===== config.mk =====
export PLATFORM = sky130hd
export DESIGN_NAME = kti_ctrl
export DESIGN_NICKNAME = d
export VERILOG_FILES = /design/src/sv/kti_pkg.sv /design/src/sv/kti_ctrl.sv
export SDC_FILE = /design/constraint.sdc
export NUM_CORES = 1
export LEC_CHECK = 0
export BUFFER_PORTS_ARGS = -buffer_cell sky130_fd_sc_hd__buf_2
export CAP_MARGIN = 20
export CORE_AREA = 2 2 39 41
export CTS_BUF_LIST = sky130_fd_sc_hd__clkbuf_8
export DETAILED_ROUTE_END_ITERATION = 7
export DIE_AREA = 0 0 41 43
export HOLD_SLACK_MARGIN = 0.06
export PLACE_DENSITY_LB_ADDON = 0.05
export SLEW_MARGIN = 20
export SYNTH_ARGS = -nofsm -noshare
export SYNTH_HDL_FRONTEND = slang
export SYNTH_SLANG_ARGS = --single-unit

===== constraint.sdc =====
create_clock -name i_clk -period 3.1 [get_ports i_clk]
set_clock_uncertainty 0.15 [all_clocks]
set_input_delay 0.93 -clock i_clk [delete_from_list [all_inputs] [get_ports i_clk]]
set_output_delay 0.93 -clock i_clk [all_outputs]
set_load 0.05 [all_outputs]

===== src/sv/kti_pkg.sv =====
// ----------------------------------------------------------------------------
// Keyframe track interpolator package
// Operation and mode codes, field widths and the command and status words
// passed between the controller and the datapath.
// ----------------------------------------------------------------------------
package kti_pkg;

    // Field widths.
    localparam int OP_W    = 2;
    localparam int ROW_W   = 16;
    localparam int VAL_W   = 32;
    localparam int MODE_W  = 2;
    localparam int TIME_W  = 32;

    // Operation codes.
    localparam logic [OP_W-1:0] OP_SET    = 2'd0;
    localparam logic [OP_W-1:0] OP_DELETE = 2'd1;
    localparam logic [OP_W-1:0] OP_LOOKUP = 2'd2;
    localparam logic [OP_W-1:0] OP_EVAL   = 2'd3;

    // Interpolation modes.
    localparam logic [MODE_W-1:0] MODE_STEP   = 2'd0;
    localparam logic [MODE_W-1:0] MODE_LINEAR = 2'd1;
    localparam logic [MODE_W-1:0] MODE_COSINE = 2'd2;
    localparam logic [MODE_W-1:0] MODE_RAMP   = 2'd3;

    // Commands from the controller to the datapath.
    typedef struct packed {
        logic load;
        logic scan_step;
        logic apply;
        logic div_step;
        logic weight;
        logic mul_step;
        logic out_load;
    } t_cmd;

    // Status from the datapath to the controller.
    typedef struct packed {
        logic scan_last;
        logic need_interp;
        logic div_last;
        logic mul_last;
    } t_sts;

endpackage


===== src/sv/kti_ctrl.sv =====
// ----------------------------------------------------------------------------
// Keyframe track interpolator controller
// Sequences one operation through scan, update, division and multiply steps
// and owns the handshake state of both stream ports.
// ----------------------------------------------------------------------------
module kti_ctrl
    import kti_pkg::*;
(
    input  logic i_clk,
    input  logic i_rst_n,
    input  logic i_in_valid,
    output logic o_in_ready,
    output logic o_out_valid,
    input  logic i_out_ready,
    input  t_sts i_sts,
    output t_cmd o_cmd
);

    typedef enum logic [2:0] {
        S_IDLE, S_SCAN, S_DRAIN, S_APPLY, S_DIV, S_WEIGHT, S_MUL, S_FINISH
    } t_state;

    t_state r_state, n_state;
    logic   r_out_vld, n_out_vld;

    // Commands follow from the state; the two loads also depend on the handshakes.
    always_comb begin
        o_cmd           = '0;
        o_cmd.load      = (r_state == S_IDLE) && i_in_valid;
        o_cmd.scan_step = (r_state == S_SCAN);
        o_cmd.apply     = (r_state == S_APPLY);
        o_cmd.div_step  = (r_state == S_DIV);
        o_cmd.weight    = (r_state == S_WEIGHT);
        o_cmd.mul_step  = (r_state == S_MUL);
        o_cmd.out_load  = (r_state == S_FINISH) && (!r_out_vld || i_out_ready);
    end

    // Next state and output word valid.
    always_comb begin
        n_state   = r_state;
        n_out_vld = r_out_vld && !i_out_ready;
        case (r_state)
            S_IDLE: begin
                if (i_in_valid) n_state = S_SCAN;
            end
            S_SCAN: begin
                if (i_sts.scan_last) n_state = S_DRAIN;
            end
            S_DRAIN:  n_state = S_APPLY;
            S_APPLY: begin
                n_state = i_sts.need_interp ? S_DIV : S_FINISH;
            end
            S_DIV: begin
                if (i_sts.div_last) n_state = S_WEIGHT;
            end
            S_WEIGHT: n_state = S_MUL;
            S_MUL: begin
                if (i_sts.mul_last) n_state = S_FINISH;
            end
            S_FINISH: begin
                if (o_cmd.out_load) begin
                    n_state   = S_IDLE;
                    n_out_vld = 1'b1;
                end
            end
            default: n_state = S_IDLE;
        endcase
    end

    // State and registered outputs.
    always_ff @(posedge i_clk) begin
        if (!i_rst_n) begin
            r_state   <= S_IDLE;
            r_out_vld <= 1'b0;
        end else begin
            r_state   <= n_state;
            r_out_vld <= n_out_vld;
        end
    end

    assign o_in_ready  = (r_state == S_IDLE);
    assign o_out_valid = r_out_vld;

endmodule


## Word-level counts from Yosys, hierarchy flattened

Cells that the tools add are included.

| word-level totals | value |
|---|---|
| register bits | 4 |
| input port bits | 8 |
| logic and storage cells | 31 |

| operators by class | value |
|---|---|
| equality and inequality tests | 12 |
| multiplexer cells | 9 |
| reductions and logical operators | 8 |

Operators with widths:

| kind | number |
|---|---|
| $pmux W3 S8 | 1 |
| $mux W3 | 5 |
| $eq A3 B3 Y1 const B | 4 |
| $ne A2 B2 Y1 const B | 5 |
| $eq A3 B2 Y1 const B | 2 |
| $reduce_and A5 Y1 | 1 |
| $eq A3 B1 Y1 const B | 1 |
| $logic_and A1 B1 Y1 | 3 |
| $logic_not A3 Y1 | 1 |
| $logic_not A1 Y1 | 2 |
| $mux W1 | 2 |
| $mux W2 | 1 |
| $logic_or A1 B1 Y1 | 1 |

## Depth between registers and ports, before layout

| logic depth | value |
|---|---|
| word-level depth | 5 |
| gate-level depth with buffers | 4 |
| gate-level depth less buffers | 3 |

## Worst setup path before layout

OpenSTA, ideal clock, no wires.

| path | value |
|---|---|
| path kind | reg2out |
| from | register r_state[1] |
| to | output port o_cmd[6] (netlist bit) |
| data arrival time | 2,172 ps |
| required time | 2,020 ps |
| slack | -152 ps |
| cell stages (with the launch flop) | 4 |
| cell sequence | dfxtp_1 buf_2 nor3_1 and2_1 |

RTL lines:

| element | RTL line | source |
|---|---|---|
| start: declaration | kti_ctrl.sv:23 | `t_state r_state, n_state;` |
| start signal: assignment | kti_ctrl.sv:76 | `r_state <= n_state;` |
| end: declaration | kti_ctrl.sv:16 | `output t_cmd o_cmd` |

==> flow_summary.ini <==
[run_status]
status = finished clean

[floorplan]
ios = 17
coreArea_um2 = 1380
dieArea_um2 = 1760
fp.dieW_um = 41
rows = 14
start_util_pct = 19.3
die_y_um = 43

[hold_path]
holdCritStartpoint = o_out_valid
hold_path_class = reg2reg
holdPathStages = 2
min_to = o_out_valid

[critical_path]
required_ns = 2.02
r2r_end = r_state[0]
critPathCaptureType = output port
timing.rr.start = r_state[2]
startpoint_type = primary input
critPathArrivalTime_ns = 1.48
r2r_slack_ns = 1.58
reg2reg_depth = 3
worst-path-max-fanout = 2
path_class = in2out

[final_layout]
n_antenna_cell = 0
regArea_um2 = 80.1
final_nets = 60
nFillCells = 155
drive_gt1_share_pct = 42.0
multi_input_area_um2 = 178
syn_to_final_growth_pct = 49.1
final_area_um2 = 399

[synthesis]
yosys_warnings = 0
synth.cell_area_um2 = 268
synth_area_leader_cell = dfxtp_1
synth_top_area_share_pct = 29.9
netlist_instances = 34
ys_seq_area_share_pct = 29.9
synth_area_leaders = dfxtp_1 30%, nor3b_1 8.4%, buf_2 5.6%, mux2_4 5.6%, nor2_1 5.6%
synth.distinct_cells = 20
syn-num-nets = 42
post_synth.cell_area_avg_um2 = 7.88
netlist_top_cells_count = 4 x dfxtp_1, 4 x nor2_1, 3 x buf_2, 3 x nor3b_1
yosys_register_bits = 4
ys_async_sr_fraction_pct = 0
synth_edf_count = 0
synthFlopType = dfxtp_1

[timing]
maxSlewViolCount = 0
hold_viol = 0
setup_viol = 0
max_clock_freq_mhz = 390
tightest_slew_ns = 0.432
timing.final.crit_period_ns = 2.56
timing.final.crit_share_pct = 82.7
rsz0062_at_grt = no
max_slew_margin_pct = 70.4
setup_tns_ns = 0

[placed_design]
place_hpwl_um = 580
globalplace.congestion = 0.669
port_buffers = 16
placed_area_um2 = 358

[detailed_routing]
antenna_left = 0
drc = 0
dr.pass1.iters = 2
avgViaCountPerCell = 4.64
drtIter0Drc = 3
num_vias = 306
wl_per_cell_um = 11.5
drt_wl_total_um = 761

[global_route]
grt_usage_pct = 9.95
grt_pass1_vias = 288
grt_start_max_net_pins = 15
grt_pass1_wl_mm = 1.19
antenna_found_initial = 0
gr-total-overflow = 0

[cts]
cts_max_path_buffers = 2
clkLatencyLatePin_ns = 0.21
post_cts_buffers = 0
hold_buffers = 0
post_cts_resized = 0
clock_sinks = 4
cts_tree = yes
numCtsBuffers = 3
cts.clk_slew.worst_paths_ns = 0.03
cts_root_buf = clkbuf_8
cts.htree.levels = 1

[pwr]
total_power_mw = 0.228
leakagePower_nw = 0.187
power.density_nw_per_um2 = 571
ir_drop_v = 0.000386

[job]
maxCapViolCount = 0
-- metal layers --
metal / routed length [um] / track usage [%]
met5: 0 / 0
met3: 76 / 6.28
met2: 376 / 15.9
met1: 309 / 11.6
met4: 0 / 0
-- per-stage QoR --
stage	hold slack, ns	util, %	setup slack, ns	cells
after global routing	0.442	28.8	0.458	66
after floorplan	0.373	-	0.294	34
final	0.402	28.8	0.536	66
after global placement	0.381	25.9	0.559	63
after CTS	0.409	28.8	0.531	66
after detailed placement	0.403	25.9	0.532	63
-- cell type report --
cell class | instances | area share [%]
flip-flops and latches | 4 | 20.1
multi-input cells | 27 | 44.5
well taps | 16 | 5.02
repair buffers | 16 | 20.1
clock buffers | 3 | 10.3
-- cell usage in the layout, fill, tap and decap left out, types with 2 or more instances in the layout --
cell / n
nor2_1: 4
nand2_1: 2
nor3b_1: 3
dfxtp_1: 4
nor2b_1: 2
buf_2: 16
clkbuf_8: 3
a21oi_1: 2
-- worst max-delay path by stage --
stage           startpoint        to  slack (ns)  cells past startpoint
2_1_floorplan   r_state[2]  o_cmd[3]        0.29                      2
3_3_place_gp   i_out_ready  o_cmd[0]        0.56                      4
3_5_place_dp   i_out_ready  o_cmd[0]        0.53                      4
4_1_cts        i_out_ready  o_cmd[0]        0.53                      4
5_1_grt        i_out_ready  o_cmd[0]        0.46                      4
6_report       i_out_ready  o_cmd[0]        0.54                      4
-- logic make-up after synthesis --
logic type / synth area share, %
AO/OA/AOI/OAI: 23.8
AND/OR/NAND/NOR: 35.0
multiplexers: 5.61
buffers and inverters: 5.61
flip-flops: 29.9
-- report_power, final --
part           internal, mW  switching (mW)  leakage, nW
clock network        0.0825          0.0236       0.0216
logic                0.0192          0.0362        0.132
registers            0.0553          0.0112       0.0327
total                 0.157          0.0711        0.187
-- flip-flops by register name (all words and copies together) (netlist names) --
signal,flops
r_state,3
o_out_valid,1
-- critical path, cell delays in order --
cell and delay [ns]:
buf_2 0.09, nor2b_1 0.05, nor2_1 0.13, buf_2 0.28
Power figures use the tool's default switching activity.
